--- src/sv/tlpc_pkg.sv ---
// Shared types, constants and codes for the tank level pump controller.
package tlpc_pkg;

   localparam int WINDOW_DEFAULT = 10;
   localparam int MM_PER_CM      = 10;

   localparam int KIND_W     = 3;
   localparam int MM_W       = 16;
   localparam int LEVEL_W    = 13;
   localparam int ERR_W      = 8;
   localparam int SEC_W      = 16;
   localparam int THRESH_W   = 8;
   localparam int ON_DELAY_W = 6;
   localparam int CSR_IDX_W  = 3;
   localparam int CSR_DATA_W = 16;

   typedef enum logic [KIND_W-1:0] {
      KIND_REPORT       = 3'd0,
      KIND_TICK         = 3'd1,
      KIND_TIMEOUT      = 3'd2,
      KIND_AUTO         = 3'd3,
      KIND_MANUAL_START = 3'd4,
      KIND_MANUAL_STOP  = 3'd5
   } kind_type;

   typedef enum logic [CSR_IDX_W-1:0] {
      CSR_ON_LEVEL       = 3'd0,
      CSR_OFF_LEVEL      = 3'd1,
      CSR_MAX_ERRORS     = 3'd2,
      CSR_ON_DELAY       = 3'd3,
      CSR_MANUAL_SECONDS = 3'd4
   } csr_index_type;

   typedef struct packed {
      logic [THRESH_W-1:0]   on_level;
      logic [THRESH_W-1:0]   off_level;
      logic [ERR_W-1:0]      max_errors;
      logic [ON_DELAY_W-1:0] on_delay;
      logic [SEC_W-1:0]      manual_seconds;
   } cfg_type;

   localparam cfg_type CFG_RESET = '{
      on_level:       8'd85,
      off_level:      8'd50,
      max_errors:     8'd6,
      on_delay:       6'd30,
      manual_seconds: 16'd600
   };

   typedef struct packed {
      logic            enable;
      logic [MM_W-1:0] level_mm;
   } report_type;

   typedef struct packed {
      logic [MM_W-1:0]    average;
      logic [LEVEL_W-1:0] level;
   } avg_result_type;

   typedef struct packed {
      logic               relay_on;
      logic [LEVEL_W-1:0] level_cm;
      logic               sensor_active;
      logic [ERR_W-1:0]   error_count;
      logic [SEC_W-1:0]   seconds_left;
      logic               auto_active;
   } status_type;

endpackage

--- src/sv/tlpc_ifs.sv ---
// Channel interfaces for events, results and register writes.
interface tlpc_req_if;
   import tlpc_pkg::*;
   logic              valid;
   logic              ready;
   logic [KIND_W-1:0] kind;
   logic [MM_W-1:0]   level_mm;
   modport source (output valid, output kind, output level_mm, input ready);
   modport sink   (input valid, input kind, input level_mm, output ready);
endinterface

interface tlpc_rsp_if;
   import tlpc_pkg::*;
   logic               valid;
   logic               ready;
   logic               relay_on;
   logic [LEVEL_W-1:0] level_cm;
   logic [MM_W-1:0]    average_mm;
   logic               sensor_active;
   logic [ERR_W-1:0]   error_count;
   logic [SEC_W-1:0]   seconds_left;
   logic               auto_active;
   modport source (output valid, output relay_on, output level_cm, output average_mm,
                   output sensor_active, output error_count, output seconds_left,
                   output auto_active, input ready);
   modport sink   (input valid, input relay_on, input level_cm, input average_mm,
                   input sensor_active, input error_count, input seconds_left,
                   input auto_active, output ready);
endinterface

interface tlpc_csr_if;
   import tlpc_pkg::*;
   logic                  valid;
   logic                  ready;
   logic [CSR_IDX_W-1:0]  index;
   logic [CSR_DATA_W-1:0] data;
   modport source (output valid, output index, output data, input ready);
   modport sink   (input valid, input index, input data, output ready);
endinterface

--- src/sv/tank_level_pump_controller.sv ---
// Top level of the tank level pump controller.
// An accepted event waits in the stage register until the output is free.
// Throughput: one transaction per cycle when the output is free, set by the
// single update stage that writes the state registers (the result register).
// Reset: synchronous; clears the sample ring, the average, all status and the
// channel valid flags, and loads the default configuration.
module tank_level_pump_controller #(
   parameter int WINDOW = tlpc_pkg::WINDOW_DEFAULT
) (
   input  logic        clock,
   input  logic        reset,
   tlpc_req_if.sink    req_bus,
   tlpc_rsp_if.source  rsp_bus,
   tlpc_csr_if.sink    csr_bus
);
   import tlpc_pkg::*;

   logic              stage_valid_ff, stage_valid_in;
   logic [KIND_W-1:0] stage_kind_ff;
   logic [MM_W-1:0]   stage_mm_ff;
   logic              rsp_valid_ff, rsp_valid_in;
   logic              out_free;
   logic              fire;
   logic              req_take;

   cfg_type        cfg;
   report_type     report;
   avg_result_type avg;
   status_type     status;

   assign out_free      = !rsp_valid_ff || rsp_bus.ready;
   assign fire          = stage_valid_ff && out_free;
   assign req_bus.ready = !stage_valid_ff || fire;
   assign req_take      = req_bus.valid && req_bus.ready;

   assign stage_valid_in = req_take ? 1'b1 : (fire ? 1'b0 : stage_valid_ff);
   assign rsp_valid_in   = fire ? 1'b1 : (rsp_bus.ready ? 1'b0 : rsp_valid_ff);

   always_ff @(posedge clock) begin
      if (reset) begin
         stage_valid_ff <= 1'b0;
         rsp_valid_ff   <= 1'b0;
      end else begin
         stage_valid_ff <= stage_valid_in;
         rsp_valid_ff   <= rsp_valid_in;
      end
   end

   always_ff @(posedge clock) begin
      if (req_take) begin
         stage_kind_ff <= req_bus.kind;
         stage_mm_ff   <= req_bus.level_mm;
      end
   end

   tlpc_csr u_csr (
      .clock   (clock),
      .reset   (reset),
      .csr_bus (csr_bus),
      .cfg     (cfg)
   );

   tlpc_avg #(
      .WINDOW (WINDOW)
   ) u_avg (
      .clock  (clock),
      .reset  (reset),
      .report (report),
      .result (avg)
   );

   tlpc_ctrl u_ctrl (
      .clock    (clock),
      .reset    (reset),
      .fire     (fire),
      .kind     (stage_kind_ff),
      .level_mm (stage_mm_ff),
      .cfg      (cfg),
      .avg      (avg),
      .report   (report),
      .status   (status)
   );

   assign rsp_bus.valid         = rsp_valid_ff;
   assign rsp_bus.relay_on      = status.relay_on;
   assign rsp_bus.level_cm      = status.level_cm;
   assign rsp_bus.average_mm    = avg.average;
   assign rsp_bus.sensor_active = status.sensor_active;
   assign rsp_bus.error_count   = status.error_count;
   assign rsp_bus.seconds_left  = status.seconds_left;
   assign rsp_bus.auto_active   = status.auto_active;

   stage_moves_to_output : assert property (@(posedge clock) disable iff (reset)
      fire |=> (rsp_valid_ff && !$past(req_take)) || (rsp_valid_ff && stage_valid_ff)
               || rsp_valid_ff)
      else $error("A processed transaction did not reach the output.");

endmodule

--- src/sv/tlpc_csr.sv ---
// Configuration register file written through the register channel.
module tlpc_csr (
   input  logic              clock,
   input  logic              reset,
   tlpc_csr_if.sink          csr_bus,
   output tlpc_pkg::cfg_type cfg
);
   import tlpc_pkg::*;

   cfg_type cfg_ff;
   cfg_type cfg_in;

   assign csr_bus.ready = 1'b1;
   assign cfg           = cfg_ff;

   always_comb begin
      cfg_in = cfg_ff;
      if (csr_bus.valid) begin
         unique case (csr_index_type'(csr_bus.index))
            CSR_ON_LEVEL:       cfg_in.on_level       = csr_bus.data[THRESH_W-1:0];
            CSR_OFF_LEVEL:      cfg_in.off_level      = csr_bus.data[THRESH_W-1:0];
            CSR_MAX_ERRORS:     cfg_in.max_errors     = csr_bus.data[ERR_W-1:0];
            CSR_ON_DELAY:       cfg_in.on_delay       = csr_bus.data[ON_DELAY_W-1:0];
            CSR_MANUAL_SECONDS: cfg_in.manual_seconds = csr_bus.data[SEC_W-1:0];
            default: ;
         endcase
      end
   end

   always_ff @(posedge clock) begin
      if (reset) begin
         cfg_ff <= CFG_RESET;
      end else begin
         cfg_ff <= cfg_in;
      end
   end

endmodule

--- src/sv/tlpc_avg.sv ---
// Sample ring, running total and moving average with constant reciprocal division.
module tlpc_avg #(
   parameter int WINDOW = tlpc_pkg::WINDOW_DEFAULT
) (
   input  logic                     clock,
   input  logic                     reset,
   input  tlpc_pkg::report_type     report,
   output tlpc_pkg::avg_result_type result
);
   import tlpc_pkg::*;

   localparam int IDX_W       = $clog2(WINDOW);
   localparam int TOTAL_W     = MM_W + $clog2(WINDOW);
   localparam int RECIP_W     = TOTAL_W + 1;
   localparam int PROD_W      = TOTAL_W + RECIP_W;
   localparam int LEVEL_DIV   = WINDOW * MM_PER_CM;
   localparam int AVG_SHIFT   = TOTAL_W + $clog2(WINDOW);
   localparam int LEVEL_SHIFT = TOTAL_W + $clog2(LEVEL_DIV);
   localparam longint AVG_RECIP_L =
      ((longint'(1) << AVG_SHIFT) + longint'(WINDOW) - 1) / longint'(WINDOW);
   localparam longint LEVEL_RECIP_L =
      ((longint'(1) << LEVEL_SHIFT) + longint'(LEVEL_DIV) - 1) / longint'(LEVEL_DIV);
   localparam logic [RECIP_W-1:0] AVG_RECIP   = RECIP_W'(AVG_RECIP_L);
   localparam logic [RECIP_W-1:0] LEVEL_RECIP = RECIP_W'(LEVEL_RECIP_L);

   logic [MM_W-1:0]    ring_ff [WINDOW];
   logic [IDX_W-1:0]   idx_ff;
   logic [IDX_W-1:0]   idx_in;
   logic [TOTAL_W-1:0] total_ff;
   logic [TOTAL_W-1:0] total_in;
   logic [MM_W-1:0]    avg_ff;
   logic [PROD_W-1:0]  avg_prod;
   logic [PROD_W-1:0]  level_prod;
   logic [MM_W-1:0]    avg_quot;
   logic [LEVEL_W-1:0] level_quot;

   assign total_in = total_ff - TOTAL_W'(ring_ff[idx_ff]) + TOTAL_W'(report.level_mm);
   assign idx_in   = (idx_ff == IDX_W'(WINDOW - 1)) ? '0 : idx_ff + IDX_W'(1);

   // Exact floor division: the reciprocals are rounded up with enough fraction bits
   // for every total the ring can hold.
   assign avg_prod   = PROD_W'(total_in) * PROD_W'(AVG_RECIP);
   assign level_prod = PROD_W'(total_in) * PROD_W'(LEVEL_RECIP);
   assign avg_quot   = avg_prod[AVG_SHIFT +: MM_W];
   assign level_quot = level_prod[LEVEL_SHIFT +: LEVEL_W];

   assign result.average = avg_ff;
   assign result.level   = level_quot;

   always_ff @(posedge clock) begin
      if (reset) begin
         for (int i = 0; i < WINDOW; i++) begin
            ring_ff[i] <= '0;
         end
         idx_ff   <= '0;
         total_ff <= '0;
         avg_ff   <= '0;
      end else if (report.enable) begin
         ring_ff[idx_ff] <= report.level_mm;
         idx_ff          <= idx_in;
         total_ff        <= total_in;
         avg_ff          <= avg_quot;
      end
   end

   ring_index_range : assert property (@(posedge clock) disable iff (reset)
      idx_ff <= IDX_W'(WINDOW - 1))
      else $error("Ring index has left the window.");

   ring_index_moves : assert property (@(posedge clock) disable iff (reset)
      report.enable |=> idx_ff != $past(idx_ff))
      else $error("A stored report did not advance the ring index.");

endmodule

--- src/sv/tlpc_ctrl.sv ---
// Event decoding, sensor supervision, relay control and manual countdown.
module tlpc_ctrl (
   input  logic                        clock,
   input  logic                        reset,
   input  logic                        fire,
   input  logic [tlpc_pkg::KIND_W-1:0] kind,
   input  logic [tlpc_pkg::MM_W-1:0]   level_mm,
   input  tlpc_pkg::cfg_type           cfg,
   input  tlpc_pkg::avg_result_type    avg,
   output tlpc_pkg::report_type        report,
   output tlpc_pkg::status_type        status
);
   import tlpc_pkg::*;

   logic                  relay_ff, relay_in;
   logic [LEVEL_W-1:0]    level_ff, level_in;
   logic                  alive_ff, alive_in;
   logic [ERR_W-1:0]      err_ff, err_in;
   logic [SEC_W-1:0]      cd_ff, cd_in;
   logic                  auto_ff, auto_in;
   logic [ON_DELAY_W-1:0] qual_ff, qual_in;

   logic [ERR_W-1:0]      err_inc;
   logic [SEC_W-1:0]      cd_dec;
   logic [SEC_W:0]        cd_sum;
   logic [SEC_W-1:0]      cd_sat;
   logic [ON_DELAY_W:0]   qual_inc;
   logic                  tick_counts;

   assign err_inc  = (err_ff != '1) ? err_ff + ERR_W'(1) : err_ff;
   assign cd_dec   = (cd_ff != '0) ? cd_ff - SEC_W'(1) : cd_ff;
   assign cd_sum   = {1'b0, cd_ff} + {1'b0, cfg.manual_seconds};
   assign cd_sat   = cd_sum[SEC_W] ? '1 : cd_sum[SEC_W-1:0];
   assign qual_inc = {1'b0, qual_ff} + (ON_DELAY_W + 1)'(1);
   assign tick_counts = auto_ff && (level_ff >= LEVEL_W'(cfg.on_level)) && alive_ff &&
                        (level_ff != '0) && !relay_ff;

   assign report.enable   = fire && (kind_type'(kind) == KIND_REPORT) && (level_mm != '0);
   assign report.level_mm = level_mm;

   always_comb begin
      relay_in = relay_ff;
      level_in = level_ff;
      alive_in = alive_ff;
      err_in   = err_ff;
      cd_in    = cd_ff;
      auto_in  = auto_ff;
      qual_in  = qual_ff;
      if (fire) begin
         unique case (kind_type'(kind))
            KIND_REPORT: begin
               if (level_mm == '0) begin
                  err_in = err_inc;
               end else begin
                  err_in   = '0;
                  alive_in = 1'b1;
                  level_in = avg.level;
               end
            end
            KIND_TICK: begin
               cd_in = cd_dec;
               if (tick_counts) begin
                  if (qual_inc > {1'b0, cfg.on_delay}) begin
                     relay_in = 1'b1;
                     qual_in  = '0;
                  end else begin
                     qual_in = qual_inc[ON_DELAY_W-1:0];
                  end
               end
            end
            KIND_TIMEOUT: err_in = err_inc;
            KIND_AUTO: begin
               auto_in  = 1'b1;
               relay_in = 1'b0;
            end
            KIND_MANUAL_START: begin
               auto_in  = 1'b0;
               cd_in    = cd_sat;
               relay_in = 1'b1;
            end
            KIND_MANUAL_STOP: begin
               auto_in  = 1'b0;
               cd_in    = '0;
               relay_in = 1'b0;
            end
            default: ;
         endcase

         if (err_in >= cfg.max_errors) begin
            alive_in = 1'b0;
            level_in = '0;
         end

         if (auto_in) begin
            if ((level_in <= LEVEL_W'(cfg.off_level)) || !alive_in) begin
               qual_in  = '0;
               relay_in = 1'b0;
            end
         end else if ((cd_in == '0) && relay_in) begin
            qual_in  = '0;
            relay_in = 1'b0;
         end
      end
   end

   always_ff @(posedge clock) begin
      if (reset) begin
         relay_ff <= 1'b0;
         level_ff <= '0;
         alive_ff <= 1'b0;
         err_ff   <= '0;
         cd_ff    <= '0;
         auto_ff  <= 1'b0;
         qual_ff  <= '0;
      end else begin
         relay_ff <= relay_in;
         level_ff <= level_in;
         alive_ff <= alive_in;
         err_ff   <= err_in;
         cd_ff    <= cd_in;
         auto_ff  <= auto_in;
         qual_ff  <= qual_in;
      end
   end

   assign status.relay_on      = relay_ff;
   assign status.level_cm      = level_ff;
   assign status.sensor_active = alive_ff;
   assign status.error_count   = err_ff;
   assign status.seconds_left  = cd_ff;
   assign status.auto_active   = auto_ff;

   auto_relay_needs_sensor : assert property (@(posedge clock) disable iff (reset)
      (auto_ff && relay_ff) |-> alive_ff)
      else $error("Relay on in automatic mode without a live sensor.");

   manual_relay_needs_time : assert property (@(posedge clock) disable iff (reset)
      (!auto_ff && relay_ff) |-> (cd_ff != '0))
      else $error("Relay on in manual mode with no time left.");

   dead_sensor_zero_level : assert property (@(posedge clock) disable iff (reset)
      !alive_ff |-> (level_ff == '0))
      else $error("Level is nonzero while the sensor is inactive.");

endmodule

--- src/flat_wrapper.sv ---
// flat-port wrapper written by rule: the top's interface ports become plain ports
module tank_level_pump_controller_flat import tlpc_pkg::*;
#(
   parameter int WINDOW = tlpc_pkg::WINDOW_DEFAULT
)
  (clock, reset, req_bus_valid, req_bus_kind, req_bus_level_mm, req_bus_ready, rsp_bus_valid, rsp_bus_relay_on, rsp_bus_level_cm, rsp_bus_average_mm, rsp_bus_sensor_active, rsp_bus_error_count, rsp_bus_seconds_left, rsp_bus_auto_active, rsp_bus_ready, csr_bus_valid, csr_bus_index, csr_bus_data, csr_bus_ready);
  tlpc_req_if req_bus_i ();
  tlpc_rsp_if rsp_bus_i ();
  tlpc_csr_if csr_bus_i ();
  input  logic clock;
  input  logic reset;
  input wire logic [$bits(req_bus_i.valid)-1:0] req_bus_valid;
  input wire logic [$bits(req_bus_i.kind)-1:0] req_bus_kind;
  input wire logic [$bits(req_bus_i.level_mm)-1:0] req_bus_level_mm;
  output wire logic [$bits(req_bus_i.ready)-1:0] req_bus_ready;
  output wire logic [$bits(rsp_bus_i.valid)-1:0] rsp_bus_valid;
  output wire logic [$bits(rsp_bus_i.relay_on)-1:0] rsp_bus_relay_on;
  output wire logic [$bits(rsp_bus_i.level_cm)-1:0] rsp_bus_level_cm;
  output wire logic [$bits(rsp_bus_i.average_mm)-1:0] rsp_bus_average_mm;
  output wire logic [$bits(rsp_bus_i.sensor_active)-1:0] rsp_bus_sensor_active;
  output wire logic [$bits(rsp_bus_i.error_count)-1:0] rsp_bus_error_count;
  output wire logic [$bits(rsp_bus_i.seconds_left)-1:0] rsp_bus_seconds_left;
  output wire logic [$bits(rsp_bus_i.auto_active)-1:0] rsp_bus_auto_active;
  input wire logic [$bits(rsp_bus_i.ready)-1:0] rsp_bus_ready;
  input wire logic [$bits(csr_bus_i.valid)-1:0] csr_bus_valid;
  input wire logic [$bits(csr_bus_i.index)-1:0] csr_bus_index;
  input wire logic [$bits(csr_bus_i.data)-1:0] csr_bus_data;
  output wire logic [$bits(csr_bus_i.ready)-1:0] csr_bus_ready;
  assign req_bus_i.valid = req_bus_valid;
  assign req_bus_i.kind = req_bus_kind;
  assign req_bus_i.level_mm = req_bus_level_mm;
  assign req_bus_ready = req_bus_i.ready;
  assign rsp_bus_valid = rsp_bus_i.valid;
  assign rsp_bus_relay_on = rsp_bus_i.relay_on;
  assign rsp_bus_level_cm = rsp_bus_i.level_cm;
  assign rsp_bus_average_mm = rsp_bus_i.average_mm;
  assign rsp_bus_sensor_active = rsp_bus_i.sensor_active;
  assign rsp_bus_error_count = rsp_bus_i.error_count;
  assign rsp_bus_seconds_left = rsp_bus_i.seconds_left;
  assign rsp_bus_auto_active = rsp_bus_i.auto_active;
  assign rsp_bus_i.ready = rsp_bus_ready;
  assign csr_bus_i.valid = csr_bus_valid;
  assign csr_bus_i.index = csr_bus_index;
  assign csr_bus_i.data = csr_bus_data;
  assign csr_bus_ready = csr_bus_i.ready;
  tank_level_pump_controller #(.WINDOW(WINDOW)) u_core (.clock(clock), .reset(reset), .req_bus(req_bus_i), .rsp_bus(rsp_bus_i), .csr_bus(csr_bus_i));
endmodule
--- config.mk ---
export PLATFORM = sky130hd
export DESIGN_NAME = tank_level_pump_controller_flat
export DESIGN_NICKNAME = d
export VERILOG_FILES = /design/src/sv/tlpc_pkg.sv /design/src/sv/tlpc_ifs.sv /design/src/sv/tank_level_pump_controller.sv /design/src/sv/tlpc_csr.sv /design/src/sv/tlpc_avg.sv /design/src/sv/tlpc_ctrl.sv /design/src/flat_wrapper.sv
export SDC_FILE = /design/constraint.sdc
export NUM_CORES = 2
export LEC_CHECK = 0
export BUFFER_PORTS_ARGS = -buffer_cell sky130_fd_sc_hd__buf_4
export CORE_ASPECT_RATIO = 1.4
export CORE_UTILIZATION = 50
export CTS_BUF_LIST = sky130_fd_sc_hd__clkbuf_16
export CTS_CLUSTER_DIAMETER = 150
export DETAILED_ROUTE_END_ITERATION = 8
export PLACE_DENSITY = 0.66
export SETUP_SLACK_MARGIN = 0.5
export SKIP_CTS_REPAIR_TIMING = 1
export SLEW_MARGIN = 20
export SYNTH_ARGS = -nofsm -noshare
export SYNTH_HDL_FRONTEND = slang
export SYNTH_SLANG_ARGS = --single-unit
--- constraint.sdc ---
create_clock -name clock -period 21 [get_ports clock]
set_input_delay 2.1 -clock clock [delete_from_list [all_inputs] [get_ports clock]]
set_output_delay 2.1 -clock clock [all_outputs]
set_load 0.05 [all_outputs]
### Yosys cells after proc, flatten, opt, wreduce, memory -nomap -nowiden

Memory sizes are Yosys's and may differ from the RTL's. A register that Yosys moved wholly into a read port is not among the register bits.
Index checks and enable logic that the tools add are counted.

| storage, ports and cells | value |
|---|---|
| bits in registers | 153 |
| bits in writable memories | 160 |
| input bits | 43 |
| output and inout port bits | 59 |
| word-level logic and storage cells | 123 |
| memories kept | 1 |

| cells by class | value |
|---|---|
| add/subtract/negate cells | 7 |
| $mul | 2 |
| magnitude comparators | 4 |
| eq/ne operators | 11 |
| multiplexer cells | 46 |
| reductions and logical operators | 33 |

Memories:

| memory | words | bits a word | rd ports | clocked after memory_dff | wr ports | line | text |
|---|---|---|---|---|---|---|---|
| u_core.u_avg.ring_ff | 10 | 16 | 1 | 1 | 10 | tlpc_avg.sv:26 | `logic [MM_W-1:0] ring_ff [WINDOW];` |

Operators with widths:

| cell | number |
|---|---|
| $mul A20 B20 Y39 const B | 2 |
| $mux W16 | 4 |
| $mux W13 | 4 |
| $pmux W16 S3 | 1 |
| $mux W6 | 6 |
| $logic_not A16 Y1 | 2 |
| $reduce_bool A16 Y1 | 2 |
| $mux W8 | 3 |
| $mux W1 | 21 |
| $add A20 B16 Y20 | 1 |
| $sub A20 B16 Y20 | 1 |
| $add A16 B16 Y17 | 1 |
| $mux W4 | 4 |
| $pmux W8 S2 | 1 |
| $reduce_or A16 Y1 | 1 |
| $sub A16 B1 Y16 const B | 1 |
| $ge A13 B8 Y1 | 1 |
| $le A13 B8 Y1 | 1 |
| $reduce_bool A13 Y1 | 1 |
| $eq A3 B2 Y1 const B | 4 |
| $reduce_and A2 Y1 | 5 |
| $eq A3 B3 Y1 const B | 3 |
| $logic_and A1 B1 Y1 | 9 |
| $add A8 B1 Y8 const B | 1 |
| other kinds (14) | 23 |

### Logic depth before layout (Yosys ltp)

| logic depth | value |
|---|---|
| depth after elaboration | 12 |
| depth in mapped cells | 52 |

### Cells and area by module

A second synthesis with hierarchy kept.

| second synthesis, totals | value |
|---|---|
| cell total of the unflattened synthesis | 3239 |
| area total of the unflattened synthesis | 34774.6 um^2 |

By module, submodules not included:

| module | instances | cells an instance | area an instance (um^2) | sequential area each (um^2) |
|---|---|---|---|---|
| tlpc_avg | 1 | 2379 | 27443.8 | 8568.2 |
| tlpc_ctrl | 1 | 647 | 4750.8 | 920.9 |
| tlpc_csr | 1 | 184 | 1905.6 | 920.9 |
| tank_level_pump_controller | 1 | 29 | 674.4 | 610.6 |

### Least setup slack after synthesis

Ideal clock, no wire load.

| timing | value |
|---|---|
| path kind | register to register |
| start | register (tool-made name) |
| end | register u_core.u_ctrl.qual_ff[0] |
| library setup time | 121 ps |
| arrival time | 12863 ps |
| setup slack | 8016 ps |
| stages on the path, launching flop included | 49 |
| path buffers | 2 |
| clock period less this slack | 12984 ps |
| cells stage by stage | dfxtp_1 > clkbuf_1 > buf_1 > mux4_2 > mux4_2 > fa_1 > inv_1 > ha_1 > o21ai_0 > a21oi_1 > o21ai_0 > a21boi_1 > o21ai_0 > nand2_1 > a221oi_1 > o311a_1 > a21boi_0 > ha_1 > (+13 left out) > a22o_1 > a311o_1 > o22ai_2 > o21bai_1 > a21oi_1 > xnor2_1 > nand2_1 > a21oi_1 > ha_1 > o21a_1 > o21ai_0 > nand2b_1 > a21oi_1 > o211ai_1 > nor3_1 > and2_1 > o22ai_2 > mux2_4 |

RTL lines:

| element | line | text |
|---|---|---|
| end signal: assignment | tlpc_ctrl.sv:122 | `qual_ff <= qual_in;` |
| end: declaration | tlpc_ctrl.sv:21 | `logic [ON_DELAY_W-1:0] qual_ff, qual_in;` |

==> impl_metrics.yaml <==
final_layout:
  area_delta_synth_final_pct: 9.03
  num-fill-cells: 5855
  final_nets: 4116
  diodes: 0
  multiInputGateArea_mm2: 0.0206
  seqCellArea_mm2: 0.0110
  drive_gt1_share_pct: 9.60
setup_path:
  worst_setup_path_start_kind: "flop"
  r2r-end: "u_core.u_ctrl.qual_ff[0]"
  arrival_ns: 14.32
  end_kind: "flop"
  crit_top_cell: "fa_1"
  required_ns: 21.45
  cpPeakStageDelay_ns: 0.75
  worstPathMaxFanout: 42
  ff2ff_path_depth: 49
  crit_type: "reg -> reg"
  reg2reg_slack_ns: 7.13
  cpMaxStageDelayCell: "buf_4"
cts:
  clk_latency_ns: 0.57
  cts_buffer_depth: 3
  cts_sinks: 413
  htreeDepth: 2
  clockRootBuffer: "clkbuf_16"
  numCtsBuffers: 40
  cts_tree: "built"
  clk_pin_slew_ns: 0.07
yosys:
  synth_xor_area_share_pct: 2.48
  seq_area_frac_synth_pct: 32.2
  yosysTopAreaCell: "edfxtp_1"
  ys.warnings.count: 0
  synth_top_area_share_pct: 24.1
  synth_top_family_by_area: "adder cells"
  syn_area_mm2: 0.0342
  syn_nets: 4030
  avgSynthCellArea_um2: 10.5
  synth.distinct_cells: 86
  synthTopCellsByArea: "edfxtp_1, fa_1, ha_1, dfxtp_1, inv_1"
  ys_ff_latch: 413
  synth_cells: 3249
  synth_fa_ha_area_share_pct: 33.4
  synth_compound_area_share_pct: 8.02
  synthMuxAreaShare_pct: 5.90
  synth-simple-area-share_pct: 10.2
  synthFlopType: "edfxtp_1"
  async_flop_share_pct: 0
  synth-edff-count: 275
drt:
  drtAntennaViolNets: 0
  drt_iter0_drc: 1527
  detail_route.wirelength_um: 89500
  drt_pass1_iterations: 5
  num_vias: 23900
  drc: 0
  vias_per_cell: 5.65
  post_drt_wl_per_cell_um: 21.2
die:
  rows: 113
  coreArea_mm2: 0.0677
  die_h_um: 312
  pin_count: 102
  start_util_pct: 50.5
  dieArea_mm2: 0.0695
  die_w_um: 223
timing:
  max_freq_mhz: 72.1
  finalClockSkew_ns: 0.0224
  rsz0062_at_grt: "no"
  worstMarginPinSlew_ns: 1.10
  fin_crit_sh_pct: 66.0
  slew_headroom_pct: 26.7
  setup_violations: 0
  post-route-min-period_ns: 13.87
  drv_slew: 0
  hold_viol: 0
  setup_tns_ns: 0
flow_run:
  drv_cap: 0
hold_path:
  min_delay_path_depth: 2
  min_to: "u_core.u_avg.avg_ff[11]"
  hp-start: "u_core.u_avg.avg_ff[11]"
  hp-class: "reg -> reg"
placed_design:
  dp_hpwl_um: 69700
  gp_congestion: 0.958
  portBuffers: 100
global_routing:
  grt_overflow: 0
  grt_util_all_layers_pct: 26.4
  grt_pass1_wl_um: 141000
  antenna_found_initial: 0
  grt_max_degree: 65
  grt_pass1_vias: 24800
status:
  status: "finished clean"
-- routing by layer --
metal | global-route usage (%) | vias to the layer above | part of all wire (%)
li1 | - | 11200 | -
met1 | 30.7 | 11800 | 37
met2 | 48.7 | 751 | 53
met3 | 2.55 | 213 | 4.9
met4 | 12.3 | 0 | 4.9
met5 | 0 | - | 0
-- cell usage in the layout, fill, tap and decap left out, drive strengths merged, types with 15 or more instances in the layout --
| cell type | netlist | layout |
|---|---|---|
| a21o | 33 | 33 |
| mux2i | 18 | 18 |
| o21a | 22 | 22 |
| a21oi | 159 | 159 |
| clkinv | 1 | 16 |
| edfxtp | 275 | 275 |
| xnor2 | 72 | 72 |
| nand3 | 36 | 36 |
| or3 | 15 | 15 |
| inv | 605 | 616 |
| dfxtp | 138 | 138 |
| fa | 292 | 292 |
| nor2b | 20 | 20 |
| ha | 446 | 446 |
| buf | 18 | 144 |
| nor3 | 50 | 50 |
| o21ai | 71 | 71 |
| mux4 | 80 | 80 |
| a211oi | 22 | 22 |
| nor2 | 262 | 262 |
| clkbuf | 82 | 40 |
| nor4 | 34 | 34 |
| nand2 | 250 | 250 |
| xor2 | 25 | 25 |
| and3 | 25 | 25 |
| nand2b | 17 | 17 |
| o211ai | 19 | 19 |
-- final cells by class --
class,count,share of cell area (%)
clock buffer,40,2.68
clock inverter,31,0.677
inverter,606,6.10
multi-input combinational,2130,55.2
sequential,413,29.6
tap,862,2.89
timing repair buffer,144,2.90
-- through the flow --
| step | std cells | utilization [%] | cell area (um^2) | hold WS (ns) | setup WS [ns] |
|---|---|---|---|---|---|
| final | 4226 | 55.1 | 37300 | 0.451 | 7.13 |
| after global routing | 4226 | 55.1 | 37300 | 0.475 | 6.21 |
| after CTS | 4226 | 55.1 | 37300 | 0.453 | 7.11 |
| after detailed placement | 4155 | 53.2 | 36000 | 0.444 | 7.15 |
| after global placement | 4155 | 53.2 | 36000 | 0.442 | 7.34 |
| after floorplan | 3249 | - | 34200 | 0.436 | 8.02 |
-- cells by family (layout without fill, tap and decap cells) --
| kind of cell | Yosys count | after routing |
|---|---|---|
| AOI/OAI and AO/OA | 428 | 428 |
| xor gates and xnor gates | 97 | 97 |
| adders and majority gates | 738 | 738 |
| buffers and inverters | 706 | 821 |
| DFF | 413 | 413 |
| muxes | 101 | 101 |
| other | 1 | 1 |
| and+or+nand+nor | 765 | 765 |
-- Yosys cell counts, drive strengths merged, types with 10 or more instances --
cell type  number
or3            15
o21a           22
ha            446
clkbuf         82
a211oi         22
or2            13
edfxtp        275
o21ai          71
nor3           50
fa            292
xor2           25
dfxtp         138
nand2b         17
nor2          262
o21bai         10
inv           605
nor4           34
o211ai         19
xnor2          72
nand4          13
buf            18
nand3          36
a21o           33
and3           25
mux4           80
nor2b          20
nand2         250
mux2i          18
a21oi         159
-- worst max-delay path, delay by kind of cell (launching register included) --
family	cells	cell delay [ns]
AND/OR/NAND/NOR	7	1.28
XOR/XNOR	1	0.15
AO/OA/AOI/OAI	20	4.08
adder cells (fa/ha/maj)	11	4.79
buffers and inverters	7	1.38
multiplexers	3	1.37
flip-flops	1	0.65
-- worst max path at each step --
stage,to,cells past startpoint
after floorplan,u_core.u_ctrl.qual_ff[0],48
after global placement,u_core.u_ctrl.qual_ff[0],49
after detailed placement,u_core.u_ctrl.qual_ff[0],49
after CTS,u_core.u_ctrl.qual_ff[0],49
after global routing,u_core.u_ctrl.qual_ff[0],49
final,u_core.u_ctrl.qual_ff[0],49
-- state kept, by name (all words and copies together), names as in the netlist, named ones only --
| signal | count |
|---|---|
| u_core.u_avg.avg_ff | 16 |
| u_core.u_ctrl.relay_ff | 1 |
| u_core.u_avg.total_ff | 20 |
| u_core.u_ctrl.cd_ff | 16 |
| u_core.u_ctrl.err_ff | 8 |
| u_core.u_csr.cfg | 46 |
| u_core.u_ctrl.level_ff | 13 |
| u_core.stage_kind_ff | 3 |
| u_core.u_avg.idx_ff | 4 |
| u_core.stage_mm_ff | 16 |
| u_core.u_ctrl.qual_ff | 6 |
| u_core.u_ctrl.alive_ff | 1 |
| u_core.u_avg.ring_ff | 256 |
| u_core.stage_valid_ff | 1 |
| u_core.u_ctrl.auto_ff | 1 |
| u_core.rsp_bus.valid | 1 |
Power is not shown: default switching activity piles up to over one toggle a cycle in this logic, so the estimate is an artifact.
